## config.mk

```make
export PLATFORM = sky130hd
export DESIGN_NAME = detector_hit_stream_unpacker
export DESIGN_NICKNAME = d
export VERILOG_FILES = /design/src/hsu_pkg.sv /design/src/hsu_parser.sv /design/src/hsu_queue.sv /design/src/hsu_decoder.sv /design/src/detector_hit_stream_unpacker.sv
export SDC_FILE = /design/constraint.sdc
export NUM_CORES = 1
export LEC_CHECK = 0
export BUFFER_PORTS_ARGS = -buffer_cell sky130_fd_sc_hd__buf_2
export CAP_MARGIN = 20
export CORE_ASPECT_RATIO = 0.7
export CORE_MARGIN = 2
export CORE_UTILIZATION = 35
export DETAILED_ROUTE_END_ITERATION = 10
export GPL_TIMING_DRIVEN = 0
export SLEW_MARGIN = 10
export SYNTH_ARGS = -nofsm -noshare
export SYNTH_HDL_FRONTEND = slang
export SYNTH_HIERARCHICAL = 1
export SYNTH_SLANG_ARGS = --single-unit
export TNS_END_PERCENT = 50
```

## constraint.sdc

```tcl
create_clock -name clk -period 8.27 [get_ports clk]
set_clock_uncertainty 0.2 [all_clocks]
set_input_delay 0.4135 -clock clk [delete_from_list [all_inputs] [get_ports clk]]
set_output_delay 0.4135 -clock clk [all_outputs]
set_load 0.05 [all_outputs]
```

## src/hsu_pkg.sv

```systemverilog
// Package for the detector hit stream unpacker.
// Holds the channel payload types, the queued message record and shared constants.
// No dependencies.
package hsu_pkg;

  localparam int HEADER_BYTES = 16;
  localparam int ALIGN_BYTES  = 8;

  localparam int HC_W  = 5;
  localparam int AC_W  = (ALIGN_BYTES > 1) ? $clog2(ALIGN_BYTES) : 1;
  localparam int POS_W = 10;

  localparam int PKT_HDR_BYTES = 4;
  localparam int MSG_LAST      = 5;

  localparam int Q_DEPTH = 4;
  localparam int Q_AW    = $clog2(Q_DEPTH);
  localparam int Q_CW    = $clog2(Q_DEPTH + 1);

  localparam logic [3:0] TYPE_HIT   = 4'd1;
  localparam logic [3:0] TYPE_EPOCH = 4'd2;

  typedef enum logic [1:0] {
    PH_HEADER = 2'd0,
    PH_PACKET = 2'd1,
    PH_PAD    = 2'd2
  } hsu_phase_t;

  typedef enum logic {
    MSG_HIT   = 1'b0,
    MSG_EPOCH = 1'b1
  } hsu_kind_t;

  typedef struct packed {
    logic [7:0]  data_byte;
    logic        slice_first;
    logic [15:0] equipment_id;
  } hsu_in_t;

  typedef struct packed {
    logic [15:0] hit_equipment;
    logic [17:0] front_end_id;
    logic [6:0]  channel;
    logic [31:0] hit_epoch;
    logic [13:0] timestamp;
    logic [11:0] adc_value;
    logic        pile_up;
    logic        overflow;
  } hsu_out_t;

  typedef struct packed {
    hsu_kind_t   kind;
    logic [15:0] equipment_id;
    logic [15:0] readout_id;
    logic [7:0]  b0;
    logic [7:0]  b1;
    logic [7:0]  b2;
    logic [7:0]  b3;
    logic [7:0]  b4;
    logic [7:0]  b5;
  } hsu_msg_t;

endpackage

```

## src/hsu_parser.sv

```systemverilog
// Front end: byte-level parser of microslices, packets and padding.
// Gathers 6-byte messages and forwards hit and epoch messages. Uses hsu_pkg.
module hsu_parser import hsu_pkg::*; (
  input  logic     clk,
  input  logic     rst_n,
  input  logic     accept,
  input  hsu_in_t  in_data,
  output logic     push,
  output hsu_msg_t push_msg
);

  hsu_phase_t       phase_r, phase_nxt, ph_eff;
  logic [HC_W-1:0]  hc_r, hc_nxt, hc_eff;
  logic [AC_W-1:0]  ac_r, ac_nxt, ac_eff;
  logic [7:0]       len_r, len_nxt, len_eff;
  logic [POS_W-1:0] pos_r, pos_nxt, pos_eff, pos_inc, pkt_total;
  logic [15:0]      rid_r, rid_nxt;
  logic [2:0]       midx_r, midx_nxt;
  logic [7:0]       mbytes_r [0:4];
  logic [3:0]       msg_type;

  // phase after slice restart and phase change at the start of this byte
  always_comb begin
    ph_eff  = in_data.slice_first ? PH_HEADER : phase_r;
    hc_eff  = in_data.slice_first ? '0 : hc_r;
    ac_eff  = in_data.slice_first ? '0 : ac_r;
    pos_eff = pos_r;
    if (ph_eff == PH_HEADER && hc_eff >= HC_W'(HEADER_BYTES)) begin
      ph_eff  = PH_PACKET;
      pos_eff = '0;
    end else if (ph_eff == PH_PAD && ac_eff == '0) begin
      ph_eff  = PH_PACKET;
      pos_eff = '0;
    end
    len_eff   = (pos_eff == '0) ? in_data.data_byte : len_r;
    pos_inc   = pos_eff + POS_W'(1);
    pkt_total = {1'b0, len_eff, 1'b0} + POS_W'(PKT_HDR_BYTES);
  end

  // next state
  always_comb begin
    phase_nxt = ph_eff;
    hc_nxt    = hc_eff;
    ac_nxt    = (ac_eff == AC_W'(ALIGN_BYTES - 1)) ? '0 : ac_eff + AC_W'(1);
    len_nxt   = len_r;
    pos_nxt   = pos_eff;
    rid_nxt   = rid_r;
    midx_nxt  = midx_r;
    unique case (ph_eff)
      PH_HEADER: begin
        hc_nxt = hc_eff + HC_W'(1);
      end
      PH_PACKET: begin
        if (pos_eff == POS_W'(0)) begin
          len_nxt = in_data.data_byte;
        end else if (pos_eff == POS_W'(2)) begin
          rid_nxt = {rid_r[15:8], in_data.data_byte};
        end else if (pos_eff == POS_W'(3)) begin
          rid_nxt = {in_data.data_byte, rid_r[7:0]};
        end
        if (pos_eff >= POS_W'(PKT_HDR_BYTES)) begin
          midx_nxt = (midx_r == 3'(MSG_LAST)) ? 3'd0 : midx_r + 3'd1;
        end else begin
          midx_nxt = 3'd0;
        end
        if (pos_inc >= POS_W'(PKT_HDR_BYTES) && pos_inc >= pkt_total) begin
          phase_nxt = PH_PAD;
          pos_nxt   = '0;
        end else begin
          pos_nxt = pos_inc;
        end
      end
      PH_PAD: begin
      end
      default: begin
        phase_nxt = PH_HEADER;
      end
    endcase
  end

  // outputs
  always_comb begin
    msg_type              = in_data.data_byte[3:0];
    push_msg.kind         = (msg_type == TYPE_EPOCH) ? MSG_EPOCH : MSG_HIT;
    push_msg.equipment_id = in_data.equipment_id;
    push_msg.readout_id   = rid_r;
    push_msg.b0           = mbytes_r[0];
    push_msg.b1           = mbytes_r[1];
    push_msg.b2           = mbytes_r[2];
    push_msg.b3           = mbytes_r[3];
    push_msg.b4           = mbytes_r[4];
    push_msg.b5           = in_data.data_byte;
    push = accept && ph_eff == PH_PACKET && pos_eff >= POS_W'(PKT_HDR_BYTES)
           && midx_r == 3'(MSG_LAST)
           && (msg_type == TYPE_HIT || msg_type == TYPE_EPOCH);
  end

  always_ff @(posedge clk) begin
    if (!rst_n) begin
      phase_r <= PH_HEADER;
      hc_r    <= '0;
      ac_r    <= '0;
      len_r   <= '0;
      pos_r   <= '0;
      rid_r   <= '0;
      midx_r  <= '0;
    end else if (accept) begin
      phase_r <= phase_nxt;
      hc_r    <= hc_nxt;
      ac_r    <= ac_nxt;
      len_r   <= len_nxt;
      pos_r   <= pos_nxt;
      rid_r   <= rid_nxt;
      midx_r  <= midx_nxt;
    end
  end

  always_ff @(posedge clk) begin
    if (accept && ph_eff == PH_PACKET && pos_eff >= POS_W'(PKT_HDR_BYTES)
        && midx_r < 3'(MSG_LAST)) begin
      mbytes_r[midx_r] <= in_data.data_byte;
    end
  end

`ifndef SYNTHESIS
  a_midx_range: assert property (@(posedge clk) disable iff (!rst_n)
    midx_r <= 3'(MSG_LAST))
    else $error("message byte index out of range");

  a_pos_range: assert property (@(posedge clk) disable iff (!rst_n)
    pos_r <= POS_W'(2 * 255 + PKT_HDR_BYTES))
    else $error("packet position beyond longest packet");
`endif

endmodule

```

## src/hsu_queue.sv

```systemverilog
// Short message queue between parser and decoder.
// Register-based FIFO of hsu_msg_t records. Uses hsu_pkg.
module hsu_queue import hsu_pkg::*; (
  input  logic     clk,
  input  logic     rst_n,
  input  logic     push,
  input  hsu_msg_t push_msg,
  input  logic     pop,
  output logic     full,
  output logic     not_empty,
  output hsu_msg_t head_msg
);

  hsu_msg_t        entry_r [0:Q_DEPTH-1];
  logic [Q_AW-1:0] wr_ptr_r, rd_ptr_r;
  logic [Q_CW-1:0] cnt_r, cnt_nxt;

  assign full      = (cnt_r == Q_CW'(Q_DEPTH));
  assign not_empty = (cnt_r != '0);
  assign head_msg  = entry_r[rd_ptr_r];

  always_comb begin
    cnt_nxt = cnt_r;
    if (push && !pop) begin
      cnt_nxt = cnt_r + Q_CW'(1);
    end else if (pop && !push) begin
      cnt_nxt = cnt_r - Q_CW'(1);
    end
  end

  always_ff @(posedge clk) begin
    if (!rst_n) begin
      wr_ptr_r <= '0;
      rd_ptr_r <= '0;
      cnt_r    <= '0;
    end else begin
      if (push) begin
        wr_ptr_r <= wr_ptr_r + Q_AW'(1);
      end
      if (pop) begin
        rd_ptr_r <= rd_ptr_r + Q_AW'(1);
      end
      cnt_r <= cnt_nxt;
    end
  end

  always_ff @(posedge clk) begin
    if (push) begin
      entry_r[wr_ptr_r] <= push_msg;
    end
  end

`ifndef SYNTHESIS
  a_no_overrun: assert property (@(posedge clk) disable iff (!rst_n)
    push |-> (!full || pop))
    else $error("push into full queue");

  a_no_underrun: assert property (@(posedge clk) disable iff (!rst_n)
    pop |-> not_empty)
    else $error("pop from empty queue");
`endif

endmodule

```

## src/hsu_decoder.sv

```systemverilog
// Back end: epoch tracking and hit field decode into the output register.
// Consumes queued messages in order. Uses hsu_pkg.
module hsu_decoder import hsu_pkg::*; (
  input  logic     clk,
  input  logic     rst_n,
  input  logic     not_empty,
  input  hsu_msg_t head_msg,
  output logic     pop,
  output logic     out_valid,
  input  logic     out_stall,
  output hsu_out_t out_data
);

  logic [31:0] epoch_r;
  logic        out_valid_r;
  hsu_out_t    out_r, out_nxt;
  logic        slot_free;

  assign slot_free = !out_valid_r || !out_stall;
  assign pop       = not_empty && (head_msg.kind == MSG_EPOCH || slot_free);
  assign out_valid = out_valid_r;
  assign out_data  = out_r;

  always_comb begin
    out_nxt.hit_equipment = head_msg.equipment_id;
    out_nxt.front_end_id  = {head_msg.readout_id, head_msg.b5[7:6]};
    out_nxt.channel       = head_msg.b2[7:1];
    out_nxt.hit_epoch     = epoch_r - {31'd0, head_msg.b0[7]};
    out_nxt.timestamp     = {head_msg.b2[0], head_msg.b3, head_msg.b4[7:3]};
    out_nxt.adc_value     = {head_msg.b0[4:0], head_msg.b1[7:1]};
    out_nxt.pile_up       = head_msg.b0[5];
    out_nxt.overflow      = head_msg.b0[6];
  end

  always_ff @(posedge clk) begin
    if (!rst_n) begin
      epoch_r     <= '0;
      out_valid_r <= 1'b0;
    end else begin
      if (pop && head_msg.kind == MSG_EPOCH) begin
        epoch_r <= {head_msg.b1, head_msg.b2, head_msg.b3, head_msg.b4};
      end
      if (pop && head_msg.kind == MSG_HIT) begin
        out_valid_r <= 1'b1;
      end else if (!out_stall) begin
        out_valid_r <= 1'b0;
      end
    end
  end

  always_ff @(posedge clk) begin
    if (pop && head_msg.kind == MSG_HIT) begin
      out_r <= out_nxt;
    end
  end

`ifndef SYNTHESIS
  a_hit_waits: assert property (@(posedge clk) disable iff (!rst_n)
    (out_valid_r && out_stall && not_empty && head_msg.kind == MSG_HIT) |-> !pop)
    else $error("hit popped while result register is held");
`endif

endmodule

```

## src/detector_hit_stream_unpacker.sv

```systemverilog
// Top level of the detector hit stream unpacker: parser, message queue, decoder.
// Depends on hsu_pkg, hsu_parser, hsu_queue and hsu_decoder.
//
//   channel | dir | handshake            | payload
//   in_     | in  | in_valid / in_stall   | hsu_in_t  (one byte of a microslice)
//   out_    | out | out_valid / out_stall | hsu_out_t (one decoded hit)
//
// A byte is taken each cycle unless in_stall; a hit reaches out_ via queue and out_r.
// Rate is set by the byte parser: one byte per cycle unless stalled, no iteration.
// in_stall rises only while the four-entry message queue is full.
// out_stall holds the result register; epoch messages still drain behind it.
// Reset is synchronous; there is no clearing pass.
module detector_hit_stream_unpacker import hsu_pkg::*; (
  input  logic     clk,
  input  logic     rst_n,
  input  logic     in_valid,
  output logic     in_stall,
  input  hsu_in_t  in_data,
  output logic     out_valid,
  input  logic     out_stall,
  output hsu_out_t out_data
);

  logic     accept;
  logic     push, pop, full, not_empty;
  hsu_msg_t push_msg, head_msg;

  assign in_stall = full;
  assign accept   = in_valid && !full;

  hsu_parser u_parser (
    .clk      (clk),
    .rst_n    (rst_n),
    .accept   (accept),
    .in_data  (in_data),
    .push     (push),
    .push_msg (push_msg)
  );

  hsu_queue u_queue (
    .clk       (clk),
    .rst_n     (rst_n),
    .push      (push),
    .push_msg  (push_msg),
    .pop       (pop),
    .full      (full),
    .not_empty (not_empty),
    .head_msg  (head_msg)
  );

  hsu_decoder u_decoder (
    .clk       (clk),
    .rst_n     (rst_n),
    .not_empty (not_empty),
    .head_msg  (head_msg),
    .pop       (pop),
    .out_valid (out_valid),
    .out_stall (out_stall),
    .out_data  (out_data)
  );

endmodule
```

# Word-level counts from Yosys, hierarchy flattened
# Memories as Yosys holds them, arrays and structs flattened. A register that Yosys moved wholly into a read port is not among the register bits.
# Index checks and enable logic that the tools add are counted.
# op_classes
n_addsub,10
order_cmp,5
n_eq_ne,11
muxes,28
bitwise_logic,3
reduce_logical,32
# ops
op,n
2-to-1 mux 10 bit,4
subtractor 32 x 1 -> 32 bit,1
== test 10 x 2 -> 1 bit (second input constant),2
greater-or-equal comparator 10 x 3 -> 1 bit (second input constant),2
2-to-1 mux 3 bit,6
2-to-1 mux 8 bit,2
logical AND 1 bit,14
2-to-1 mux 2 bit,6
adder 10 x 1 -> 10 bit (second input constant),1
adder 9 x 3 -> 10 bit (second input constant),1
greater-or-equal comparator 10 bit,1
logical NOT 10 bit,1
2-to-1 mux 5 bit,2
adder 3 x 1 -> 3 bit (second input constant),3
== test 3 bit (second input constant),3
2-to-1 mux 1 bit,7
adder 5 x 1 -> 5 bit (second input constant),1
greater-or-equal comparator 5 bit (second input constant),1
logical NOT 1 bit,5
AND reduction 5 bit,1
adder 2 x 1 -> 2 bit (second input constant),2
== test 2 bit (second input constant),2
== test 4 x 1 -> 1 bit (second input constant),1
== test 4 x 2 -> 1 bit (second input constant),1
other kinds (14),19
# totals
register_bits,188
mem_bits_rw,364
output_inout_bits,103
word_cells,112
mem_count,2
# mem_list
name,depth,word_bits,rd,rd_ports_with_merged_regs,write_ports,line_no,text
u_queue.entry_r,4,81,1,1,1,hsu_queue.sv:14,hsu_msg_t entry_r [0:Q_DEPTH-1];
u_parser.mbytes_r,5,8,5,0,1,hsu_parser.sv:19,logic [7:0] mbytes_r [0:4];

# Depth between registers and ports, before layout
# depth
depth_word,14
mapped_depth,24

# Cells and area by module
# Netlist, hierarchy kept.
# by_module_without_submodules
mod,instances,cells_each,area_per_inst_um2
hsu_queue,1,466,12215.5
hsu_decoder,1,348,5001.0
hsu_parser,1,408,4241.6
detector_hit_stream_unpacker,1,1,13.8

# Least setup slack after synthesis
# Ideal clock, no wire load.
# synth_path
kind,flip-flop to flip-flop
startpoint,register with a tool-made name
endpoint,"register u_decoder.out_r, in the netlist u_decoder/out_data[0], enable pin"
setup_time_ns,0.595
arrival_time_ns,6.253
required_time_ns,7.475
slack_ns,1.222
stages_incl_launch_ff,6
path_buffers,2
cell_sequence,dfxtp_1 buf_6 buf_12 mux4_2 nand2b_1 a21oi_1
# synth_rtl
element,line_no,text
end signal: assignment,hsu_decoder.sv:53,out_r <= out_nxt;
end: declaration,hsu_decoder.sv:16,"hsu_out_t out_r, out_nxt;"

# Worst setup path after layout
# layout_path
startpoint,register u_parser.ac_r[0]
endpoint,register u_parser.pos_r[3]
# layout_via
elab_chain_len,12
elab_cells_between_ends,17
# layout_rtl
element,line_no,text
start: declaration,hsu_parser.sv:14,"logic [AC_W-1:0] ac_r, ac_nxt, ac_eff;"
start signal: assignment,hsu_parser.sv:110,ac_r <= ac_nxt;
2-to-1 mux 3 bit,hsu_parser.sv:26,ac_eff = in_data.slice_first ? '0 : ac_r;
logical NOT 3 bit,hsu_parser.sv:31,end else if (ph_eff == PH_PAD && ac_eff == '0) begin
logical AND 1 bit,hsu_parser.sv:31,
2-to-1 mux 10 bit,hsu_parser.sv:31,
2-to-1 mux 10 bit,hsu_parser.sv:28,if (ph_eff == PH_HEADER && hc_eff >= HC_W'(HEADER_BYTES)) begin
logical NOT 10 bit,hsu_parser.sv:35,len_eff = (pos_eff == '0) ? in_data.data_byte : len_r;
2-to-1 mux 8 bit,hsu_parser.sv:35,
via u_parser.len_eff[1],hsu_parser.sv:15,"logic [7:0] len_r, len_nxt, len_eff;"
adder 9 x 3 -> 10 bit,hsu_parser.sv:37,"pkt_total = {1'b0, len_eff, 1'b0} + POS_W'(PKT_HDR_BYTES);"
greater-or-equal comparator 10 bit,hsu_parser.sv:66,if (pos_inc >= POS_W'(PKT_HDR_BYTES) && pos_inc >= pkt_total) begin
logical AND 1 bit,hsu_parser.sv:66,
2-to-1 mux 10 bit,hsu_parser.sv:66,
2-to-1 mux 10 bit,hsu_parser.sv:49,unique case (ph_eff)
end signal: assignment,hsu_parser.sv:112,pos_r <= pos_nxt;
end: declaration,hsu_parser.sv:16,"logic [POS_W-1:0] pos_r, pos_nxt, pos_eff, pos_inc, pkt_total;"
# The timed path passes the listed nets, and every way through them passes these cells.
# A chain may end at the register's enable or synchronous reset.

==> results by group <==
Yosys
  – Syn Std Cell Area: 20600 sq um
  – Avg Synthesized Cell Area: 17.3 sq um
  – Syn_nets: 1240
  – Yosys warns: 6
  – Instance count of the mapped netlist: 1187

Critical path
  – Startpoint type of the worst setup path: flop
  – CP endpoint kind: flop
  – Crit Path Category: reg2reg
  – WP data arrival: 5800 ps
  – Worst setup path endpoint: u_parser/pos_r[3]$_SDFFE_PN0P_
  – Reg-to-reg critical path endpoint: u_parser/pos_r[3]$_SDFFE_PN0P_
  – Worst r2r src: u_parser/ac_r[0]$_SDFFE_PN0P_
  – Crit path from: u_parser/ac_r[0]$_SDFFE_PN0P_
  – Flop2flop setup slack: 2780 ps
  – Path depth of the worst reg2reg path: 22
  – Worst Path Required: 8580 ps
  – Critical Path Fanout Max: 10

Outcome
  – Status: complete, no violations

STA
  – Worst-Margin Slew: 1110 ps
  – Slew headroom: 0.258
  – Post-layout worst setup margin: 2780 ps
  – Final Critical Period: 5490 ps
  – Max Transition Viols Final: 0
  – Max Clk Rate: 182 MHz
  – RSZ-0062 raised after global routing: no
  – Final number of setup-violating endpoints: 0
  – Final hold violation count: 0
  – Crit share post-route: 0.663
  – Worst hold margin: 41.8 ps

Placement
  – IO buf count: 115
  – HPWL after detailed placement: 26.8 mm
  – GPL Wtd Cong: 0.854
  – Post-placement setup slack: 2260 ps

Final layout
  – Fillers: 5176
  – Register area: 15000 sq um
  – Share of layout cells above drive strength 1: 0.241
  – Area of the multi-input gates: 5040 sq um
  – Area Growth Syn to Fin: 17.3%
  – N_diodes: 0
  – Final nets: 1433

Die
  – Die area: 60800 sq um
  – Rows: 74
  – CORE AREA: 58200 sq um
  – DIE WIDTH: 294 microns
  – I/O Pins: 132
  – Die height: 207 microns
  – Initial core utilization: 0.353

Detailed routing
  – Final wirelength: 42.4 mm
  – Avg Vias per Cell: 4.93
  – TritonRoute pass-1 iters: 7
  – Post-route ant nets: 0
  – # DRC: 0
  – Avg WL per Cell: 19.5 microns
  – Initial DRC Count: 874
  – Routed vias: 10751

Flow run
  – Maxcap violations: 0

Pwr
  – Total Power: 5.19 mW
  – Cell Pwr Density: 215 nW/um^2
  – Largest vdd supply drop: 0.151 mV
  – Leak: 8.01 nW

Global route
  – Gr usage total: 0.141
  – Final global-route overflow total: 0
  – Initial antenna violation count: 3
  – Largest net degree at the start of global routing: 40
  – First-pass GRT wire length: 64.6 mm
  – Number of global-route vias before repair: 10803

CTS
  – CTS Hold Bufs: 17
  – Setup repair bufs after CTS: 0
  – CTS Buf Count: 50
  – Post-CTS Resized: 0
  – Clk_lat worst skew: 600 ps
  – H-tree Lvls: 2
  – Root Buffer Master: clkbuf_16
  – CTS tree: done
  – Maximum root-to-sink buffer count: 3
  – Worst-path clk slew: 70 ps
  – Clock Sinks: 530

Worst hold path
  – Hold wc startpoint: in_data[17]
  – HP Class: in2reg
==> state kept, by name, summed over array words and instances, names as in the netlist, 5 cells and up, named ones only <==
signal / cells
u_queue/entry_r: 300
u_decoder/out_data: 101
u_parser/mbytes_r: 40
u_decoder/epoch_r: 32
u_parser/len_r: 8
u_parser/hc_r: 5
u_parser/rid_r: 16
u_parser/pos_r: 10
==> critical path, cell delays in order, from the launching register on <==
cell and delay (ps):
dfxtp_1 330, nand2b_1 80, ha_1 230, and3b_1 240
a21oi_2 330, clkbuf_1 390, and2_1 240, inv_1 60
ha_1 210, a21bo_2 280, mux2_2 390, ha_1 270
and3_1 200, nand3_1 90, xor2_1 60, mux2_2 270
ha_1 200, nor4_1 270, o21ai_0 210, a31oi_4 300
buf_4 230, nand3_1 90, a31oi_1 240
==> worst min-delay path by stage <==
stage	endpoint	cells past startpoint
floorplan	u_parser/len_r[1]$_SDFFE_PN0P_	2
CTS	u_parser/mbytes_r[4][0]$_DFFE_PP_	1
global placement	u_parser/len_r[2]$_SDFFE_PN0P_	2
global route	u_parser/mbytes_r[4][0]$_DFFE_PP_	1
finish	u_parser/mbytes_r[0][0]$_DFFE_PP_	1
detailed placement	u_parser/len_r[2]$_SDFFE_PN0P_	2
==> layer usage <==
layer | part of all wire | up-vias | GRT usage
met5 | 0.00054 | - | 0
met4 | 0.020 | 4 | 0.0437
met3 | 0.056 | 62 | 0.0263
met2 | 0.46 | 277 | 0.223
met1 | 0.47 | 5457 | 0.197
li1 | - | 4951 | -
==> stage by stage <==
stage / instances / cell area, sq um / util / TNS (ps)
floorplan: 1187 / 20600 / - / 0
global placement: 2062 / 22100 / 0.379 / -252170
detailed placement: 2071 / 22400 / 0.384 / 0
CTS: 2181 / 24100 / 0.414 / 0
global route: 2181 / 24100 / 0.414 / 0
finish: 2181 / 24100 / 0.414 / 0
==> cells in the final DEF (no fill, tap or decap), drive strengths merged, types with 5 or more instances in the layout <==
| cell | instances |
|---|---|
| a21boi | 35 |
| a21oi | 24 |
| and2 | 14 |
| buf | 166 |
| clkbuf | 93 |
| clkinv | 16 |
| dfxtp | 89 |
| dlygate4sd3 | 17 |
| edfxtp | 441 |
| ha | 23 |
| inv | 22 |
| mux2i | 29 |
| mux4 | 75 |
| nand2 | 104 |
| nand2b | 6 |
| nand3 | 23 |
| nand4 | 14 |
| nor2 | 56 |
| nor2b | 6 |
| nor3 | 20 |
| nor4 | 19 |
| nor4b | 6 |
| o21ai | 15 |
| or3 | 5 |
| xnor2 | 11 |
| xor2 | 37 |
==> area by class of cell <==
type | instances | area share
sequential | 530 | 0.623
multi-input combinational | 573 | 0.209
clock buffer | 71 | 0.0577
timing repair buffer | 141 | 0.0397
tap | 760 | 0.0394
buffer | 64 | 0.0199
clock inverter | 22 | 0.00897
inverter | 20 | 0.00311
==> power breakdown <==
part           switching (mW)  internal (mW)  leakage [nW]
Clock                   0.956           1.30         0.784
Combinational          0.0469         0.0293          2.69
Sequential            0.00112           2.86          4.53
Total                    1.00           4.19          8.01
No activity file was read; power rests on OpenSTA's default activity.
